### src/design/mexp_pkg.sv
package mexp_pkg;

    localparam int MEXP_OPERAND_BITS = 31;

    // controller to datapath
    typedef struct packed {
        logic load;       // take a new item from the input transfer
        logic mul_sq;     // product of accumulator with itself
        logic mul_b;      // product of accumulator and base
        logic red_step;   // one remainder step of the product
        logic exp_shift;  // move to the next exponent bit
        logic out_load;   // move the result into the output register
    } t_dp_cmd;

    // datapath to controller
    typedef struct packed {
        logic exp_msb;    // current exponent bit
        logic exp_last;   // current bit is the last one
        logic red_last;   // remainder step in progress is the last one
        logic out_free;   // output register can take a result this cycle
    } t_dp_sts;

endpackage

### src/design/modular_exponentiation_top.sv
// each 2W-bit product, W = OPERAND_BITS, is reduced by one bit-serial remainder step per cycle;
// one item at a time: a new input is taken only while the controller is idle
// the next input is taken while a finished result still waits in the output register
// synchronous active-low reset clears the controller and the output valid flag
module modular_exponentiation_top #(
    parameter int OPERAND_BITS = mexp_pkg::MEXP_OPERAND_BITS
) (
    input  logic                                   i_clk,
    input  logic                                   i_rst_n,
    input  logic                                   i_s_tvalid,
    output logic                                   o_s_tready,
    // base, exponent, modulus, zero fill
    input  logic [((3*OPERAND_BITS+7)/8)*8-1:0]    i_s_tdata,
    output logic                                   o_m_tvalid,
    input  logic                                   i_m_tready,
    // power_mod, zero fill
    output logic [((OPERAND_BITS+7)/8)*8-1:0]      o_m_tdata
);
    import mexp_pkg::*;

    localparam int W    = OPERAND_BITS;
    localparam int OTDW = ((W + 7) / 8) * 8;

    t_dp_cmd      cmd;
    t_dp_sts      sts;
    logic [W-1:0] power_mod;

    mexp_ctrl u_ctrl (
        .i_clk      (i_clk),
        .i_rst_n    (i_rst_n),
        .i_in_valid (i_s_tvalid),
        .o_in_ready (o_s_tready),
        .i_sts      (sts),
        .o_cmd      (cmd)
    );

    mexp_dp #(
        .OPERAND_BITS (OPERAND_BITS)
    ) u_dp (
        .i_clk       (i_clk),
        .i_rst_n     (i_rst_n),
        .i_base      (i_s_tdata[W-1:0]),
        .i_exponent  (i_s_tdata[2*W-1:W]),
        .i_modulus   (i_s_tdata[3*W-1:2*W]),
        .i_cmd       (cmd),
        .o_sts       (sts),
        .o_out_valid (o_m_tvalid),
        .i_out_ready (i_m_tready),
        .o_power_mod (power_mod)
    );

    assign o_m_tdata = OTDW'(power_mod);

endmodule

### src/design/mexp_ctrl.sv
module mexp_ctrl (
    input  logic               i_clk,
    input  logic               i_rst_n,
    input  logic               i_in_valid,
    output logic               o_in_ready,
    input  mexp_pkg::t_dp_sts  i_sts,
    output mexp_pkg::t_dp_cmd  o_cmd
);
    import mexp_pkg::*;

    typedef enum logic [5:0] {
        S_IDLE = 6'b000001,
        S_SQR  = 6'b000010,
        S_RSQ  = 6'b000100,
        S_MULB = 6'b001000,
        S_RMB  = 6'b010000,
        S_OUT  = 6'b100000
    } t_state;

    t_state r_state;
    t_state n_state;

    always_ff @(posedge i_clk) begin
        if (!i_rst_n) begin
            r_state <= S_IDLE;
        end else begin
            r_state <= n_state;
        end
    end

    assign o_in_ready = (r_state == S_IDLE);

    always_comb begin
        n_state = r_state;
        o_cmd   = '0;
        case (r_state)
            S_IDLE: begin
                if (i_in_valid) begin
                    o_cmd.load = 1'b1;
                    n_state    = S_SQR;
                end
            end
            S_SQR: begin
                o_cmd.mul_sq = 1'b1;
                n_state      = S_RSQ;
            end
            S_RSQ: begin
                o_cmd.red_step = 1'b1;
                if (i_sts.red_last) begin
                    if (i_sts.exp_msb) begin
                        n_state = S_MULB;
                    end else if (i_sts.exp_last) begin
                        n_state = S_OUT;
                    end else begin
                        o_cmd.exp_shift = 1'b1;
                        n_state         = S_SQR;
                    end
                end
            end
            S_MULB: begin
                o_cmd.mul_b = 1'b1;
                n_state     = S_RMB;
            end
            S_RMB: begin
                o_cmd.red_step = 1'b1;
                if (i_sts.red_last) begin
                    if (i_sts.exp_last) begin
                        n_state = S_OUT;
                    end else begin
                        o_cmd.exp_shift = 1'b1;
                        n_state         = S_SQR;
                    end
                end
            end
            S_OUT: begin
                // wait until the previous result has been taken
                if (i_sts.out_free) begin
                    o_cmd.out_load = 1'b1;
                    n_state        = S_IDLE;
                end
            end
            default: begin
                n_state = S_IDLE;
            end
        endcase
    end

endmodule

### src/design/mexp_dp.sv
module mexp_dp #(
    parameter int OPERAND_BITS = mexp_pkg::MEXP_OPERAND_BITS
) (
    input  logic                    i_clk,
    input  logic                    i_rst_n,
    input  logic [OPERAND_BITS-1:0] i_base,
    input  logic [OPERAND_BITS-1:0] i_exponent,
    input  logic [OPERAND_BITS-1:0] i_modulus,
    input  mexp_pkg::t_dp_cmd       i_cmd,
    output mexp_pkg::t_dp_sts       o_sts,
    output logic                    o_out_valid,
    input  logic                    i_out_ready,
    output logic [OPERAND_BITS-1:0] o_power_mod
);
    import mexp_pkg::*;

    localparam int W   = OPERAND_BITS;
    localparam int PW  = 2 * W;
    localparam int ECW = $clog2(W);
    localparam int RCW = $clog2(PW);

    logic [W-1:0]   r_base;
    logic [W-1:0]   r_exp;
    logic [W-1:0]   r_mod;
    logic [W-1:0]   r_acc;
    logic [PW-1:0]  r_prod;
    logic [W-1:0]   r_rem;
    logic [ECW-1:0] r_expcnt;
    logic [RCW-1:0] r_redcnt;
    logic           r_out_valid;
    logic [W-1:0]   r_out;

    logic [W-1:0]   mul_b;
    logic [W:0]     rem_sh;
    logic [W-1:0]   n_rem;

    assign mul_b = i_cmd.mul_b ? r_base : r_acc;

    // restoring remainder step, one product bit per cycle
    assign rem_sh = {r_rem, r_prod[PW-1]};
    always_comb begin
        if (rem_sh >= {1'b0, r_mod}) begin
            n_rem = W'(rem_sh - {1'b0, r_mod});
        end else begin
            n_rem = rem_sh[W-1:0];
        end
    end

    always_ff @(posedge i_clk) begin
        if (i_cmd.load) begin
            r_base   <= i_base;
            r_exp    <= i_exponent;
            r_mod    <= i_modulus;
            r_acc    <= (i_modulus == W'(1)) ? '0 : W'(1);
            r_expcnt <= '0;
        end
        if (i_cmd.mul_sq || i_cmd.mul_b) begin
            r_prod   <= PW'(r_acc) * PW'(mul_b);
            r_rem    <= '0;
            r_redcnt <= '0;
        end
        if (i_cmd.red_step) begin
            r_prod   <= {r_prod[PW-2:0], 1'b0};
            r_rem    <= n_rem;
            r_redcnt <= r_redcnt + RCW'(1);
            if (o_sts.red_last) begin
                r_acc <= n_rem;
            end
        end
        if (i_cmd.exp_shift) begin
            r_exp    <= {r_exp[W-2:0], 1'b0};
            r_expcnt <= r_expcnt + ECW'(1);
        end
        if (i_cmd.out_load) begin
            // no reduction is possible with a zero modulus
            r_out <= (r_mod == '0) ? '0 : r_acc;
        end
    end

    always_ff @(posedge i_clk) begin
        if (!i_rst_n) begin
            r_out_valid <= 1'b0;
        end else if (i_cmd.out_load) begin
            r_out_valid <= 1'b1;
        end else if (i_out_ready) begin
            r_out_valid <= 1'b0;
        end
    end

    assign o_sts.exp_msb  = r_exp[W-1];
    assign o_sts.exp_last = (r_expcnt == ECW'(W - 1));
    assign o_sts.red_last = (r_redcnt == RCW'(PW - 1));
    assign o_sts.out_free = !r_out_valid || i_out_ready;

    assign o_out_valid = r_out_valid;
    assign o_power_mod = r_out;

endmodule
### config.mk
export PLATFORM = sky130hd
export DESIGN_NAME = modular_exponentiation_top
export DESIGN_NICKNAME = d
export VERILOG_FILES = /design/src/design/mexp_pkg.sv /design/src/design/modular_exponentiation_top.sv /design/src/design/mexp_ctrl.sv /design/src/design/mexp_dp.sv
export SDC_FILE = /design/constraint.sdc
export NUM_CORES = 2
export LEC_CHECK = 0
export ABC_AREA = 1
export BUFFER_PORTS_ARGS = -buffer_cell sky130_fd_sc_hd__buf_2
export CAP_MARGIN = 10
export CORE_MARGIN = 2
export CORE_UTILIZATION = 58
export CTS_BUF_LIST = sky130_fd_sc_hd__clkbuf_4 sky130_fd_sc_hd__clkbuf_8
export DETAILED_ROUTE_END_ITERATION = 8
export GPL_ROUTABILITY_DRIVEN = 0
export PLACE_DENSITY = 0.86
export SYNTH_ARGS = -nofsm -noshare
export SYNTH_HDL_FRONTEND = slang
export SYNTH_SLANG_ARGS = --single-unit
### constraint.sdc
create_clock -name i_clk -period 6.87 [get_ports i_clk]
set_input_delay 2.061 -clock i_clk [delete_from_list [all_inputs] [get_ports i_clk]]
set_output_delay 2.061 -clock i_clk [all_outputs]
set_load 0.005 [all_outputs]
==> summary.md, run 1 <==
| Metric | Value |
|---|---|
| Clk root buf | clkbuf_8 |
| Count of input and output buffers | 129 |
| Run status | stopped before the end |
| Die height | 283 µm |
| Yosys reg bits | 266 |
| Ports | 134 |
| Grt ovf | 17 |
| Tool error | [ERROR GRT-0232] Routing congestion too high. Check the congestion heatmap in the GUI. |
| Syn Std Cell Area | 45300 µm² |
| Worst endpoint type | register data pin |
| Netlist cell types | 50 |
| Post-Synthesis Cells | 5627 |
| Main combinational cell family by area after synthesis | adder cells |
| Die W | 283 µm |
| Post-synthesis compound-gate area fraction | 3.01% |
| Ys async rst share | 0% |
| Top FF cell, synth | edfxtp_1 |
| Post-Syn Area per Cell | 8.05 µm² |
| GRT Util Overall | 66.0% |
| Htree depth | 2 |
| Post-synth top area cell | fa_1 |
| Synth warn | 0 |
| CTS Buffer Depth | 3 |
| Post-synth EDFFs | 226 |
| GR repair worst EP | u_dp.r_prod[52]$_DFFE_PP_/D |
| Largest net degree at the start of global routing | 63 |
| Synth Area in Simple Gates | 22.0% |
| CTS sink count | 266 |
| Post-synthesis mux area share | 0% |
| Antenna violations before repair | 37 |
| Starting Density | 58.6% |
| Hpwl dp | 121 mm |
| Worst slack, placed | -0.957 ns |
| Post-synth top cells | 1452 x nand2_1, 1240 x inv_1, 838 x fa_1, 728 x nor2_1, 290 x ha_1 |
| Top cells by area, synth | fa_1 37%, edfxtp_1 15%, nand2_1 12% |
| Failed at | global routing (5_1_grt) |
| Post-synthesis xor/xnor area fraction | 0.599% |
| Synth top area share | 37.0% |
| Synth Area in Adders | 45.0% |
| Seq/Total Area, Yosys | 16.8% |
| Post-cts hold buffer count | 0 |
| Syn nets | 6855 |
| Num rows | 102 |
| Most numerous cell in the Yosys netlist | nand2_1 |
| TritonCTS Buffers | 51 |
-- routing by layer --
layer / overflow / global-route usage [%]
met5: 1 / 49.6
met4: 4 / 60.5
met3: 10 / 61.9
met2: 1 / 77.4
met1: 1 / 62.5
-- cell families after synthesis --
kind of cell,after synthesis
compound gates,224
xor+xnor,31
fa+ha+maj,1128
buf+inv,1485
flops,266
other cells,1
simple gates,2492
-- stage by stage --
| stage | area, µm² | std cells |
|---|---|---|
| 4_1_cts | 53800 | 7160 |
| 3_5_place_dp | 50100 | 7007 |
| 3_3_place_gp | 50100 | 7007 |
| 2_1_floorplan | 45600 | 5627 |
-- timing repair --
item,CTS
pin swaps,224
gates resized for setup,570
gates cloned,5
buffers inserted,56
setup endpoints to repair,51
==> inputs of run 2 (changes only) <==
--- a/config.mk
+++ b/config.mk
@@ -9,11 +9,10 @@
 export BUFFER_PORTS_ARGS = -buffer_cell sky130_fd_sc_hd__buf_2
 export CAP_MARGIN = 10
 export CORE_MARGIN = 2
-export CORE_UTILIZATION = 58
-export CTS_BUF_LIST = sky130_fd_sc_hd__clkbuf_4 sky130_fd_sc_hd__clkbuf_8
+export CORE_UTILIZATION = 40
 export DETAILED_ROUTE_END_ITERATION = 8
 export GPL_ROUTABILITY_DRIVEN = 0
-export PLACE_DENSITY = 0.86
+export PLACE_DENSITY_LB_ADDON = 0.15
 export SYNTH_ARGS = -nofsm -noshare
 export SYNTH_HDL_FRONTEND = slang
 export SYNTH_SLANG_ARGS = --single-unit
==> constraint.sdc (replaced) <==
create_clock -name i_clk -period 8.93 [get_ports i_clk]
set_input_delay 2.679 -clock i_clk [delete_from_list [all_inputs] [get_ports i_clk]]
set_output_delay 2.679 -clock i_clk [all_outputs]
set_load 0.005 [all_outputs]
==> summary.md, run 2 <==
| Metric | Value |
|---|---|
| Design area | 49500 µm² |
| Ys async rst share | 0% |
| CTS tree | done |
| Switching part of the total | 26.6% |
| Placed cell area | 48100 µm² |
| Commonest cells after routing, fill and taps aside | 1451 x nand2_1, 1240 x inv_1, 838 x fa_1 |
| Share of layout cells above drive strength 1 | 7.38% |
| Clk_lat worst skew | 0.60 ns |
| Pwr Total | 3.33 mW |
| Run status | complete, no violations |
| Htree depth | 2 |
| M2 GR Usage | 41.8% |
| Clk root buf | clkbuf_16 |
| Worst vdd ir | 0.000124 V |
| Residual DRC | 0 |
| CTS Buffer Depth | 3 |
| Min cycle time layout | 8.57 ns |
| TritonCTS Buffers | 36 |
| Register name with the most flops | u_dp.r_prod |
| GRT Util Overall | 27.1% |
| Most frequent CP cell | nand2_1 |
| Core area | 112000 µm² |
| Hold/Removal Path Class | flip-flop to flip-flop |
| Switching pwr | 0.884 mW |
| Fin crit share | 96.0% |
| Die W | 341 µm |
| Post-Synthesis Cells | 5627 |
| Final Hold Viols | 0 |
| Top cells by area, synth | fa_1 37%, edfxtp_1 15%, nand2_1 12% |
| Post-Route WL | 154 mm |
| Num rows | 123 |
| Comb pwr share | 10.0% |
| Die height | 341 µm |
| Post-synth EDFFs | 226 |
| Post-Layout Cell Count | 7262 |
| Area delta synth->final | 9.22% |
| First-pass GRT wire length | 234 mm |
| CP endpoint kind | flip-flop |
| Die Area | 116000 µm² |
| Worst slack, placed | 0.304 ns |
| Worst Path Required | 9.21 ns |
| Seq/Total Area, Yosys | 16.8% |
| Critical Path AT | 8.85 ns |
| Largest net degree at the start of global routing | 64 |
| Max Clock Skew | 0.0260 ns |
| Largest register FFs | 62 |
| Synth top area share | 37.0% |
| CP max stage delay | 0.58 ns |
| Most Used Layer, Global Route | met2 |
| Max-slew violation count | 0 |
| DRT iter0 DRCs | 2961 |
| Post-synth top area cell | fa_1 |
| CTS sink count | 266 |
| Ports | 134 |
| F_max | 117 MHz |
| Vias | 36800 |
| Post-Syn Area per Cell | 8.05 µm² |
| Top FF cell, synth | edfxtp_1 |
| Cells after DPL | 7192 |
| Clock Power Share | 46.8% |
| Antenna violations before repair | 4 |
| Most numerous cell in the Yosys netlist | nand2_1 |
| Maxcap violations | 0 |
| Setup TNS | 0 ns |
| Grt ovf | 0 |
| DR WL/cell | 21.2 µm |
| Worst-path fanout max | 16 |
| Clk slew on worst S/H paths | 0.06 ns |
| Count of input and output buffers | 129 |
| Measured slew at the worst slew-check pin | 1.12 ns |
| Post-cts hold buffer count | 0 |
| Nets@finish | 6961 |
| Drt first pass iters | 8 |
| Vias in the first global route | 37300 |
| Starting Density | 40.3% |
| Crit path launch type | flip-flop |
| Relative slew margins | 25.2% |
| Setup Crit Path Kind | flip-flop to flip-flop |
| Internal | 2.44 mW |
| Post-synth top cells | 1452 x nand2_1, 1240 x inv_1, 838 x fa_1, 728 x nor2_1, 290 x ha_1 |
| Setup ws final | 0.358 ns |
| Final setup vio count | 0 |
| GR Util met3 | 5.46% |
| Leak | 25.3 nW |
| Hpwl dp | 126 mm |
| Synth warn | 0 |
| RSZ-0062 raised after global routing | false |
| Sequential share of power | 43.2% |
| Netlist cell types | 50 |
| DRT antenna net count | 0 |
| Via density | 5.07 |
| Yosys reg bits | 266 |
| Syn Std Cell Area | 45300 µm² |
| Worst-path cell with the longest stage delay | fa_1 |
| Commonest non-fill, non-tap cell in the layout | nand2_1 |
| Syn nets | 6855 |
| Power per cell area | 67.3 nW/µm² |
| M1 GR Usage | 38.7% |
## run 2: cell counts after synthesis
Identical to the previous run, type by type.
## run 2: path summary, 6_finish.rpt
check / start / end / slack, ns / cells after the start
setup / recovery: u_ctrl.r_state[0] / u_dp.r_prod[61] / 0.36 / 32
hold / removal: u_dp.r_prod[0] / u_dp.r_prod[0] / 0.49 / 2
setup reg to reg: u_ctrl.r_state[0] / u_dp.r_prod[61] / 0.36 / 32
hold reg to reg: u_dp.r_prod[0] / u_dp.r_prod[0] / 0.49 / 2
## run 2: cell type report
cell class / count / area, µm²
flip-flops and latches: 266 / 7590
clock buffers: 48 / 1020
multi-input cells: 3876 / 32000
fillers: 11600 / 62900
clock inverters: 18 / 240
well taps: 1500 / 1880
inverters: 1278 / 4800
repair buffers: 275 / 1920
diodes: 1 / 2.50
## run 2: timing repair
action / 4_1_cts / 5_1_grt
setup endpoints to repair: 0 / 33
gates resized for setup: 0 / 5
setup buffers: 0 / 3
## run 2: per-stage QoR
stage	utilization [%]	hold slack, ns
floorplan	-	0.446
global placement	42.9	0.460
detailed placement	42.9	0.467
CTS	44.0	0.486
global route	44.0	0.523
finish	44.0	0.492
## run 2: cells by family (layout without fill, tap and decap cells)
logic type	after synthesis	after routing	synth area share, %
adders and majority gates	1128	1128	45.0
and+or+nand+nor	2492	2492	22.0
other	1	2	0.00828
buffers and inverters	1485	1619	12.6
DFF	266	266	16.8
xor gates and xnor gates	31	31	0.599
AOI/OAI and AO/OA	224	224	3.01
## run 2: routing by layer
layer / vias up / wire length (µm)
li1: 16800 / -
met1: 18400 / 67500
met2: 1444 / 67600
met3: 232 / 13300
met4: 2 / 5150
met5: - / 13
## run 2: power groups by stage
stage	Sequential [mW]	Combinational, mW	Clock, mW
after detailed placement	1.46	0.329	0
after floorplan	1.45	0.227	0
after CTS	1.44	0.331	1.60
final	1.44	0.332	1.56
after global routing	1.44	0.376	1.64
after global placement	1.46	0.328	0
## run 2: critical path, delay by kind of cell (launching register included)
family	cells	cell delay [ns]
simple gates	14	1.81
fa+ha+maj	9	4.48
buf+inv	8	1.51
compound gates	1	0.08
flops	1	0.33
Power figures use the tool's default switching activity.
